## config.mk

```make
export PLATFORM = sky130hd
export DESIGN_NAME = encoder_to_brightness_level_top
export DESIGN_NICKNAME = d
export VERILOG_FILES = /design/src/hw/rtl/ebl_pkg.sv /design/src/hw/rtl/encoder_to_brightness_level_top.sv
export SDC_FILE = /design/constraint.sdc
export NUM_CORES = 2
export LEC_CHECK = 0
export ABC_AREA = 0
export BUFFER_PORTS_ARGS = -buffer_cell sky130_fd_sc_hd__buf_4
export CAP_MARGIN = 5
export CELL_PAD_IN_SITES_DETAIL_PLACEMENT = 2
export CELL_PAD_IN_SITES_GLOBAL_PLACEMENT = 2
export CORE_UTILIZATION = 43
export DETAILED_ROUTE_END_ITERATION = 8
export GPL_ROUTABILITY_DRIVEN = 0
export PLACE_DENSITY = 0.86
export SLEW_MARGIN = 40
export SYNTH_ARGS = -nofsm -noshare
export SYNTH_HDL_FRONTEND = slang
export SYNTH_SLANG_ARGS = --single-unit
```

## constraint.sdc

```tcl
create_clock -name clock -period 9.5 [get_ports clock]
set_input_delay 0.475 -clock clock [delete_from_list [all_inputs] [get_ports clock]]
set_output_delay 0.475 -clock clock [all_outputs]
set_load 0.02 [all_outputs]
```

## src/hw/rtl/ebl_pkg.sv

```systemverilog
// Shared widths, register indexes and fixed-point constants for the
// encoder-to-brightness-level block. No dependencies.
package ebl_pkg;

   // Field and register widths
   localparam int COUNT_W   = 16;
   localparam int PERIOD_W  = 17;
   localparam int LEVEL_W   = 16;
   localparam int PCT_W     = 7;
   localparam int CSR_W     = 17;
   localparam int CSR_IDX_W = 2;

   // Datapath widths
   localparam int DIFF_W  = COUNT_W + 1;          // raw sample difference
   localparam int DELTA_W = PERIOD_W + 2;         // unwrapped difference
   localparam int MUL_W   = DELTA_W + LEVEL_W + 1; // delta times top level
   localparam int ACC_W   = 21;                  // fine accumulator
   localparam int SUM_W   = MUL_W + 1;
   localparam int PROD_W  = LEVEL_W + PCT_W;     // pwm top times percent
   localparam int RECIP_W = 47;

   // Register indexes
   localparam logic [CSR_IDX_W-1:0] CSR_ENCODER_PERIOD = 2'd0;
   localparam logic [CSR_IDX_W-1:0] CSR_PWM_TOP        = 2'd1;
   localparam logic [CSR_IDX_W-1:0] CSR_LIMIT_PERCENT  = 2'd2;

   // Register reset values
   localparam logic [PERIOD_W-1:0] ENCODER_PERIOD_RST = 17'd65536;
   localparam logic [LEVEL_W-1:0]  PWM_TOP_RST        = 16'd65535;
   localparam logic [PCT_W-1:0]    LIMIT_PERCENT_RST  = 7'd100;
   localparam logic [PCT_W-1:0]    PERCENT_FULL       = 7'd100;

   // Detents per full turn
   localparam int STEPS_PER_TURN = 20;

   // x / 100 = (x * RECIP_100) >> 30, exact for x < 2^23
   localparam logic [RECIP_W-1:0] RECIP_100       = 47'd10737419;
   localparam int                 RECIP_100_SHIFT = 30;
   // x / 20 = (x * RECIP_STEPS) >> 26, exact for x < 2^22
   localparam logic [RECIP_W-1:0] RECIP_STEPS       = 47'd3355444;
   localparam int                 RECIP_STEPS_SHIFT = 26;

   // Derived values at reset configuration
   localparam logic [PROD_W-1:0]  PROD_RST   = 23'd6553500;
   localparam logic [LEVEL_W-1:0] TOP_RST    = 16'd65535;
   localparam logic [ACC_W-1:0]   ACCMAX_RST = 21'd1310700;

endpackage

```

## src/hw/rtl/encoder_to_brightness_level_top.sv

```systemverilog
// Encoder-to-brightness-level block: six-stage pipeline with an
// accumulator loop. Depends on ebl_pkg.
//
// Throughput: one transaction per cycle while rsp_stall is low; the loops are
//   the stage 1 previous sample and the stage 4 accumulator (an add and a saturate).
// Stages with a bubble are filled while the output waits, so req_stall is
//   raised only when all six stages hold transactions and rsp_stall is high.
// Reset (synchronous, active high): registers go to their defaults, the
//   previous sample and the accumulator go to zero, and the pipeline empties.
module encoder_to_brightness_level_top (
   input  logic                            clock,
   input  logic                            reset,
   // input channel
   input  logic                            req_valid,
   output logic                            req_stall,
   input  logic [ebl_pkg::COUNT_W-1:0]     req_encoder_count,
   // result channel
   output logic                            rsp_valid,
   input  logic                            rsp_stall,
   output logic [ebl_pkg::LEVEL_W-1:0]     rsp_level,
   // register write port
   input  logic                            csr_we,
   input  logic [ebl_pkg::CSR_IDX_W-1:0]   csr_index,
   input  logic [ebl_pkg::CSR_W-1:0]       csr_wdata
);
   import ebl_pkg::*;

   // ---------------------------------------------------------------
   // Configuration registers and the values derived from them.
   // top_ff is derived from prod_ff and accmax_ff from top_ff. The
   // pipeline reads top_ff first on entry to stage 3 and accmax_ff on
   // entry to stage 4, so the first transaction after a write already
   // sees them.
   // ---------------------------------------------------------------
   logic [PERIOD_W-1:0] period_ff, period_in;
   logic [LEVEL_W-1:0]  pwm_top_ff, pwm_top_in;
   logic [PCT_W-1:0]    pct_ff, pct_in;
   logic [PCT_W-1:0]    pct_sat;
   logic [PROD_W-1:0]   prod_ff, prod_in;      // pwm_top * percent
   logic [RECIP_W-1:0]  top_prod;
   logic [LEVEL_W-1:0]  top_ff, top_in;        // limited full-scale level
   logic [ACC_W-1:0]    accmax_ff, accmax_in;  // top * steps per turn

   // ---------------------------------------------------------------
   // Pipeline stages
   //   s1: raw difference to previous sample
   //   s2: difference unwrapped against half the period
   //   s3: difference times top level
   //   s4: saturating accumulator (a state loop, like the previous sample)
   //   s5: rounded divide by steps per turn
   //   s6: clamp to top level, result register
   // ---------------------------------------------------------------
   logic s1_valid_ff, s2_valid_ff, s3_valid_ff, s4_valid_ff, s5_valid_ff, rsp_valid_ff;
   logic s1_valid_in, s2_valid_in, s3_valid_in, s4_valid_in, s5_valid_in, rsp_valid_in;
   logic room1, room2, room3, room4, room5, room6;

   logic [COUNT_W-1:0]        prev_count_ff, prev_count_in;
   logic signed [DIFF_W-1:0]  diff_ff, diff_in;
   logic signed [DELTA_W-1:0] delta_ff, delta_in;
   logic signed [DELTA_W-1:0] diff_ext, half_s, period_s;
   logic signed [MUL_W-1:0]   mul_ff, mul_in;
   logic signed [SUM_W-1:0]   sum;
   logic [ACC_W-1:0]          acc_ff, acc_in;
   logic [ACC_W:0]            rnd;
   logic [RECIP_W-1:0]        quot_prod;
   logic [LEVEL_W-1:0]        quot_ff, quot_in;
   logic [LEVEL_W-1:0]        rsp_level_ff, rsp_level_in;

   logic accept;

   // A stage can load when it is empty or its contents move on.
   always_comb begin
      room6 = !rsp_valid_ff || !rsp_stall;
      room5 = !s5_valid_ff || room6;
      room4 = !s4_valid_ff || room5;
      room3 = !s3_valid_ff || room4;
      room2 = !s2_valid_ff || room3;
      room1 = !s1_valid_ff || room2;
   end

   assign req_stall = !room1;
   assign accept    = req_valid && room1;
   assign rsp_valid = rsp_valid_ff;
   assign rsp_level = rsp_level_ff;

   // Register writes; an unused index is dropped.
   always_comb begin
      period_in  = period_ff;
      pwm_top_in = pwm_top_ff;
      pct_in     = pct_ff;
      if (csr_we) begin
         unique case (csr_index)
            CSR_ENCODER_PERIOD: period_in  = csr_wdata[PERIOD_W-1:0];
            CSR_PWM_TOP:        pwm_top_in = csr_wdata[LEVEL_W-1:0];
            CSR_LIMIT_PERCENT:  pct_in     = csr_wdata[PCT_W-1:0];
            default: ;
         endcase
      end
   end

   // Top level = pwm_top * min(percent, 100) / 100, by reciprocal multiply.
   always_comb begin
      pct_sat   = (pct_ff > PERCENT_FULL) ? PERCENT_FULL : pct_ff;
      prod_in   = PROD_W'(pwm_top_ff) * PROD_W'(pct_sat);
      top_prod  = RECIP_W'(prod_ff) * RECIP_100;
      top_in    = top_prod[RECIP_100_SHIFT +: LEVEL_W];
      accmax_in = ACC_W'(top_ff) * ACC_W'(STEPS_PER_TURN);
   end

   // Datapath
   always_comb begin
      // s1: difference, previous sample follows every accepted transaction
      diff_in       = $signed({1'b0, req_encoder_count}) - $signed({1'b0, prev_count_ff});
      prev_count_in = accept ? req_encoder_count : prev_count_ff;

      // s2: unwrap
      diff_ext = {{(DELTA_W-DIFF_W){diff_ff[DIFF_W-1]}}, diff_ff};
      period_s = $signed({{(DELTA_W-PERIOD_W){1'b0}}, period_ff});
      half_s   = $signed({{(DELTA_W-PERIOD_W+1){1'b0}}, period_ff[PERIOD_W-1:1]});
      if (diff_ext > half_s) begin
         delta_in = diff_ext - period_s;
      end else if (diff_ext < -half_s) begin
         delta_in = diff_ext + period_s;
      end else begin
         delta_in = diff_ext;
      end

      // s3: scale by top level
      mul_in = delta_ff * $signed({1'b0, top_ff});

      // s4: accumulate and saturate at 0 and top * steps
      sum = $signed({{(SUM_W-ACC_W){1'b0}}, acc_ff}) + $signed({mul_ff[MUL_W-1], mul_ff});
      if (sum < 0) begin
         acc_in = '0;
      end else if (sum > $signed({{(SUM_W-ACC_W){1'b0}}, accmax_ff})) begin
         acc_in = accmax_ff;
      end else begin
         acc_in = sum[ACC_W-1:0];
      end
      if (!(room4 && s3_valid_ff)) begin
         acc_in = acc_ff;
      end

      // s5: round half up, divide by steps per turn
      rnd       = {1'b0, acc_ff} + (ACC_W+1)'(STEPS_PER_TURN / 2);
      quot_prod = RECIP_W'(rnd) * RECIP_STEPS;
      quot_in   = quot_prod[RECIP_STEPS_SHIFT +: LEVEL_W];

      // s6: clamp to top level
      rsp_level_in = (quot_ff > top_ff) ? top_ff : quot_ff;
   end

   // Valid bits
   always_comb begin
      s1_valid_in  = room1 ? req_valid    : s1_valid_ff;
      s2_valid_in  = room2 ? s1_valid_ff  : s2_valid_ff;
      s3_valid_in  = room3 ? s2_valid_ff  : s3_valid_ff;
      s4_valid_in  = room4 ? s3_valid_ff  : s4_valid_ff;
      s5_valid_in  = room5 ? s4_valid_ff  : s5_valid_ff;
      rsp_valid_in = room6 ? s5_valid_ff  : rsp_valid_ff;
   end

   // Control and state registers
   always_ff @(posedge clock) begin
      if (reset) begin
         period_ff     <= ENCODER_PERIOD_RST;
         pwm_top_ff    <= PWM_TOP_RST;
         pct_ff        <= LIMIT_PERCENT_RST;
         prod_ff       <= PROD_RST;
         top_ff        <= TOP_RST;
         accmax_ff     <= ACCMAX_RST;
         prev_count_ff <= '0;
         acc_ff        <= '0;
         s1_valid_ff   <= 1'b0;
         s2_valid_ff   <= 1'b0;
         s3_valid_ff   <= 1'b0;
         s4_valid_ff   <= 1'b0;
         s5_valid_ff   <= 1'b0;
         rsp_valid_ff  <= 1'b0;
      end else begin
         period_ff     <= period_in;
         pwm_top_ff    <= pwm_top_in;
         pct_ff        <= pct_in;
         prod_ff       <= prod_in;
         top_ff        <= top_in;
         accmax_ff     <= accmax_in;
         prev_count_ff <= prev_count_in;
         acc_ff        <= acc_in;
         s1_valid_ff   <= s1_valid_in;
         s2_valid_ff   <= s2_valid_in;
         s3_valid_ff   <= s3_valid_in;
         s4_valid_ff   <= s4_valid_in;
         s5_valid_ff   <= s5_valid_in;
         rsp_valid_ff  <= rsp_valid_in;
      end
   end

   // Payload registers, no reset
   always_ff @(posedge clock) begin
      if (room1) begin
         diff_ff <= diff_in;
      end
      if (room2) begin
         delta_ff <= delta_in;
      end
      if (room3) begin
         mul_ff <= mul_in;
      end
      if (room5) begin
         quot_ff <= quot_in;
      end
      if (room6) begin
         rsp_level_ff <= rsp_level_in;
      end
   end

   // ---------------------------------------------------------------
   // Assertions
   // ---------------------------------------------------------------
   // Input is held off only when every stage is occupied and the output waits.
   a_stall_only_when_full: assert property (@(posedge clock) disable iff (reset)
      req_stall |-> (s1_valid_ff && s2_valid_ff && s3_valid_ff && s4_valid_ff
                     && s5_valid_ff && rsp_valid_ff && rsp_stall))
      else $error("req_stall raised with room in the pipeline");

   // An accepted transaction lands in stage 1.
   a_accept_fills_s1: assert property (@(posedge clock) disable iff (reset)
      accept |=> s1_valid_ff)
      else $error("accepted transaction missing from stage 1");

   // Previous sample tracks the last accepted transaction.
   a_prev_count: assert property (@(posedge clock) disable iff (reset)
      accept |=> (prev_count_ff == $past(req_encoder_count)))
      else $error("previous sample not updated");

   // Accumulator moves only when a transaction enters stage 4.
   a_acc_moves_on_entry: assert property (@(posedge clock) disable iff (reset)
      !(room4 && s3_valid_ff) |=> $stable(acc_ff))
      else $error("accumulator changed without a transaction");

endmodule
```

# After elaboration in Yosys (flattened, before gate mapping)
# Cells that the tools add are included.
[classes] order_cmp=6 n_mux=6 eq_ne=2 mul=5 addsub=6 reduce_logical=20
[ops] operator="multiplier 23 x 24 -> 46 bit, second input constant" count=1
[ops] operator="2-to-1 mux 21 bit" count=2
[ops] operator="multiplier 22 x 20 -> 40 bit, second input constant" count=1
[ops] operator="2-to-1 mux 19 bit" count=2
[ops] operator="adder 22 x 36 -> 37 bit" count=1
[ops] operator="> comparator 37 x 22 -> 1 bit" count=1
[ops] operator="< comparator 37 x 1 -> 1 bit, second input constant" count=1
[ops] operator="multiplier 19 x 17 -> 36 bit" count=1
[ops] operator="multiplier 16 x 7 -> 23 bit" count=1
[ops] operator="adder 21 x 4 -> 22 bit, second input constant" count=1
[ops] operator="adder 17 x 18 -> 19 bit" count=1
[ops] operator="< comparator 17 x 19 -> 1 bit" count=1
[ops] operator="multiplier 16 x 3 -> 19 bit, second input constant" count=1
[ops] operator="negator 16 -> 19 bit" count=1
[ops] operator="subtractor 17 x 18 -> 19 bit" count=1
[ops] operator="> comparator 17 bit" count=1
[ops] operator="subtractor 16 x 16 -> 17 bit" count=1
[ops] operator="> comparator 16 bit" count=1
[ops] operator="2-to-1 mux 16 bit" count=1
[ops] operator="logical NOT 1 bit" count=8
[ops] operator="> comparator 7 bit, second input constant" count=1
[ops] operator="2-to-1 mux 7 bit" count=1
[ops] operator="logical OR 1 bit" count=6
[ops] operator="AND reduction 2 bit" count=3
[ops] operator="other kinds (4)" count=5
[word_totals] wordCells=65 input_bits=40 register_bits=247 output_inout_bits=18

# Logic depth before layout (Yosys ltp)
[logic_depth] word_depth=8 ltp_mapped=33 ltp_nobuf=32

# Least setup slack after synthesis
# No wires, ideal clock.
[synth_timing] path_kind="register to register" from="reg acc_ff[1]" to="reg quot_ff[15], data pin" slack_ps=1653 t_arrival_ps=7587 period_less_slack_ps=7847 path_stages_with_launch=32 cell_sequence="dfxtp_1 ha_1 o2111ai_1 nor2_1 and3_1 and3_1 nand3_1 nor2_1 nand4_1 xnor2_1 ha_1 fa_1 ha_1 inv_1 fa_1 inv_1 fa_1 fa_1 inv_1 fa_1 inv_1 ha_1 o21ai_0 nand2b_1 a31oi_1 a21oi_1 o211ai_1 o21a_1 o31ai_1 nor4_1 o41a_1 xnor2_1"
[synth_between] elab_chain_cells=2
[synth_rtl] element="start: declaration" line_no="encoder_to_brightness_level_top.sv:63" text="logic [ACC_W-1:0] acc_ff, acc_in;"
[synth_rtl] element="start signal: assignment" line_no="encoder_to_brightness_level_top.sv:188" text="acc_ff <= acc_in;"
[synth_rtl] element="adder 21 x 4 -> 22 bit" line_no="encoder_to_brightness_level_top.sv:145" text="rnd = {1'b0, acc_ff} + (ACC_W+1)'(STEPS_PER_TURN / 2);"
[synth_rtl] element="multiplier 22 x 20 -> 40 bit" line_no="encoder_to_brightness_level_top.sv:146" text="quot_prod = RECIP_W'(rnd) * RECIP_STEPS;"
[synth_rtl] element="named net quot_in[15]" line_no="encoder_to_brightness_level_top.sv:66" text="logic [LEVEL_W-1:0] quot_ff, quot_in;"
[synth_rtl] element="end signal: assignment" line_no="encoder_to_brightness_level_top.sv:210" text="quot_ff <= quot_in;"
[synth_rtl] element="end: declaration" line_no="encoder_to_brightness_level_top.sv:66"
# The timed path passes the listed nets, and every way through them passes these cells.
# A chain may end at the register's enable or synchronous reset.

# Worst setup path in the final report
[layout_timing] from="reg acc_ff[5]" to="reg quot_ff[15], data pin"
# The elaborated chain is that of the path after synthesis.

==> metrics.txt <==
Die Area=107,000 um^2; critical path's largest stage delay=520 ps; H-tree lvl count=2; TNS Setup=0 ps; gr ovfl total=0; gr usage total=33.8%; nets@finish=6,372; largest family of logic cells by synthesized area=adder cells; Avg WL per Cell=28.7 um; crit end category=flip-flop; Post-synth EDFFs=104; Highest Signal Layer=met5; Post-Synth Adder-Cell Area=51.8%; post-route ant nets=0; maximum clock frequency=0.108 GHz; vias in the first global route=44.2k; Clk Latency, worst-skew pair=590 ps; Die H=328 um; Clock Pin Slew Worst Setup and Hold Paths=70 ps; total CTS buffers=34; clock skew=34.1 ps; Fillers=11.2k; Yosys cell types=80; WHS=104 ps; Die Width=328 um; HPWL after detailed placement=141 mm; RSZ-0062 raised after global routing=false; max-cap viol count=0; largest net degree at the start of global routing=70; antenna violations before repair=5; first-pass GRT wire length=274 mm; xor/xnor share of the synthesized area=3.96%; Post-Place Worst Slack=-153 ps; post-synthesis async set-or-reset flop share=0%; Port Buffers=57; WL met1=65.5 mm; actual slew at the worst max-slew pin=902 ps; critical path class=reg -> reg; Setup Viol. Count Final=0; CP max-delay cell=dfxtp_1; met3 routed WL=8.61 mm; Final Hold Vio Count=0; Hold/Removal Path Class=in -> reg; Worst slew margin=39.9%; fin. max-slew vios=0; met2 WL=94.6 mm; slack of the critical path=279 ps; layout cell share with drive strength beyond 1=4.73%; Boundary Pins=58; post-synthesis simple-gate area fraction=12.0%; CTS tree=built; Seq/Total Area, Yosys=13.0%; min Tclk post-route=9220 ps; DR vias=36.6k; period utilisation layout=97.1%; cell count after synthesis=4,859; CTS root buf=clkbuf_16; Post-Syn Area=45,600 um^2; multiplexer share of the synthesized area=0.994%; initial drt markers=1,886; CP required=9820 ps; outcome=complete, no violations; syn_nets=6,354; synthesized flop and latch total=245; most used cell, CP=inv_1; Clock Sink Count=245; initial core utilization=43.4%; # DRC=0; total wire length=180 mm; core area=105,000 um^2; area taken by multi-input logic gates=35,300 um^2; CTS max path bufs=3; WP data arrival=9540 ps; postcts setup bufs=0; FF/Latch Area=5950 um^2; startpoint types=flip-flop; Synth Flop Type=dfxtp_1; Syn Area/Cell=9.38 um^2; Compound-Gate Fraction of Synth Area=8.52%; area delta synth->final=7.42%; critical-path maximum fanout=7; First-pass DRT Iterations=7; Via-to-Cell Ratio=5.81; Rows=119; yosys warns=0
==> registers in the layout (all words and copies together), names as in the netlist, 17 cells and up <==
register and cells:
diff_ff 17, prod_ff 23, mul_ff 36, accmax_ff 19, period_ff 17, acc_ff 21, delta_ff 19
==> final cells by class <==
cell class,count,share of cell area [%]
multi-input cells,3438,72.1
flip-flops and latches,245,12.2
inverters,1051,8.06
well taps,1391,3.55
clock buffers,45,1.93
repair buffers,107,1.75
clock inverters,17,0.457
diodes,1,0.00511
==> what timing repair did <==
| action | in CTS | in global routing |
|---|---|---|
| hold buffers | 0 | 0 |
| setup endpoints to repair | 1 | 2 |
| resized for setup | 4 | 5 |
| gates cloned | 0 | 0 |
==> final timing paths <==
check / depth (start not counted) / end / startpoint / slack, ps
hold reg to reg: 2 / prev_count_ff[5] / prev_count_ff[5] / 460
setup / recovery: 32 / quot_ff[15] / acc_ff[5] / 280
hold / removal: 2 / period_ff[16] / csr_wdata[16] / 100
setup reg to reg: 32 / quot_ff[15] / acc_ff[5] / 280
==> metrics by stage <==
step                      util [%]  area [um^2]  cells
after floorplan                  -        45600   4859
after global placement        45.2        47500   6219
after detailed placement      45.3        47600   6223
after CTS                     46.4        48800   6285
after global routing          46.6        49000   6294
final                         46.6        49000   6295
==> worst max-delay path: cells and delay by family (launching register included) <==
kind / cells / cell delay, ps
AO/OA/AOI/OAI: 7 / 1870
adder cells (fa/ha/maj): 8 / 3520
AND/OR/NAND/NOR: 9 / 2020
flip-flops: 1 / 520
XOR/XNOR: 2 / 440
buffers and inverters: 6 / 590
==> routing by layer <==
layer / vias up / track usage, %
met4: 4 / 19.6
met5: - / 0
li1: 15500 / -
met2: 1323 / 62.4
met1: 19100 / 36.7
met3: 641 / 4.89
==> cells in the mapped netlist, types with 14 or more instances <==
library cell,number,area share [%]
a21o_1,69,1.1
a21oi_1,192,2.1
a31oi_1,17,0.23
and2_1,175,2.4
and3_1,23,0.32
clkbuf_1,115,0.95
dfxtp_1,141,6.2
edfxtp_1,104,6.9
fa_1,717,31
ha_1,738,20
inv_1,1050,8.6
mux2_2,18,0.44
mux2i_1,25,0.55
nand2_1,462,3.8
nand2b_1,57,0.78
nand3_1,48,0.53
nand3b_1,20,0.33
nand4_1,34,0.47
nor2_1,162,1.3
nor2b_1,39,0.54
nor3_1,42,0.46
o211ai_1,14,0.23
o21a_1,40,0.66
o21ai_0,110,1.2
o21ai_1,18,0.20
o21bai_1,29,0.48
xnor2_1,142,2.7
xor2_1,64,1.2
==> cell usage in the layout (no fill, tap or decap), drive strengths merged, types with 107 or more instances in the layout <==
master / synthesis / routed
xnor2: 142 / 142
nor2: 162 / 162
inv: 1050 / 1055
o21ai: 128 / 128
a21oi: 192 / 192
fa: 717 / 717
dfxtp: 141 / 141
ha: 738 / 738
nand2: 462 / 462
buf: 10 / 107
and2: 176 / 176
==> cells by family after synthesis <==
group	after synthesis
adder cells (fa/ha/maj)	1455
buffers and inverters	1176
AND/OR/NAND/NOR	1125
AO/OA/AOI/OAI	609
flip-flops	245
XOR/XNOR	206
multiplexers	43
Power is not shown: default switching activity piles up to over one toggle a cycle in this logic, so the estimate is an artifact.
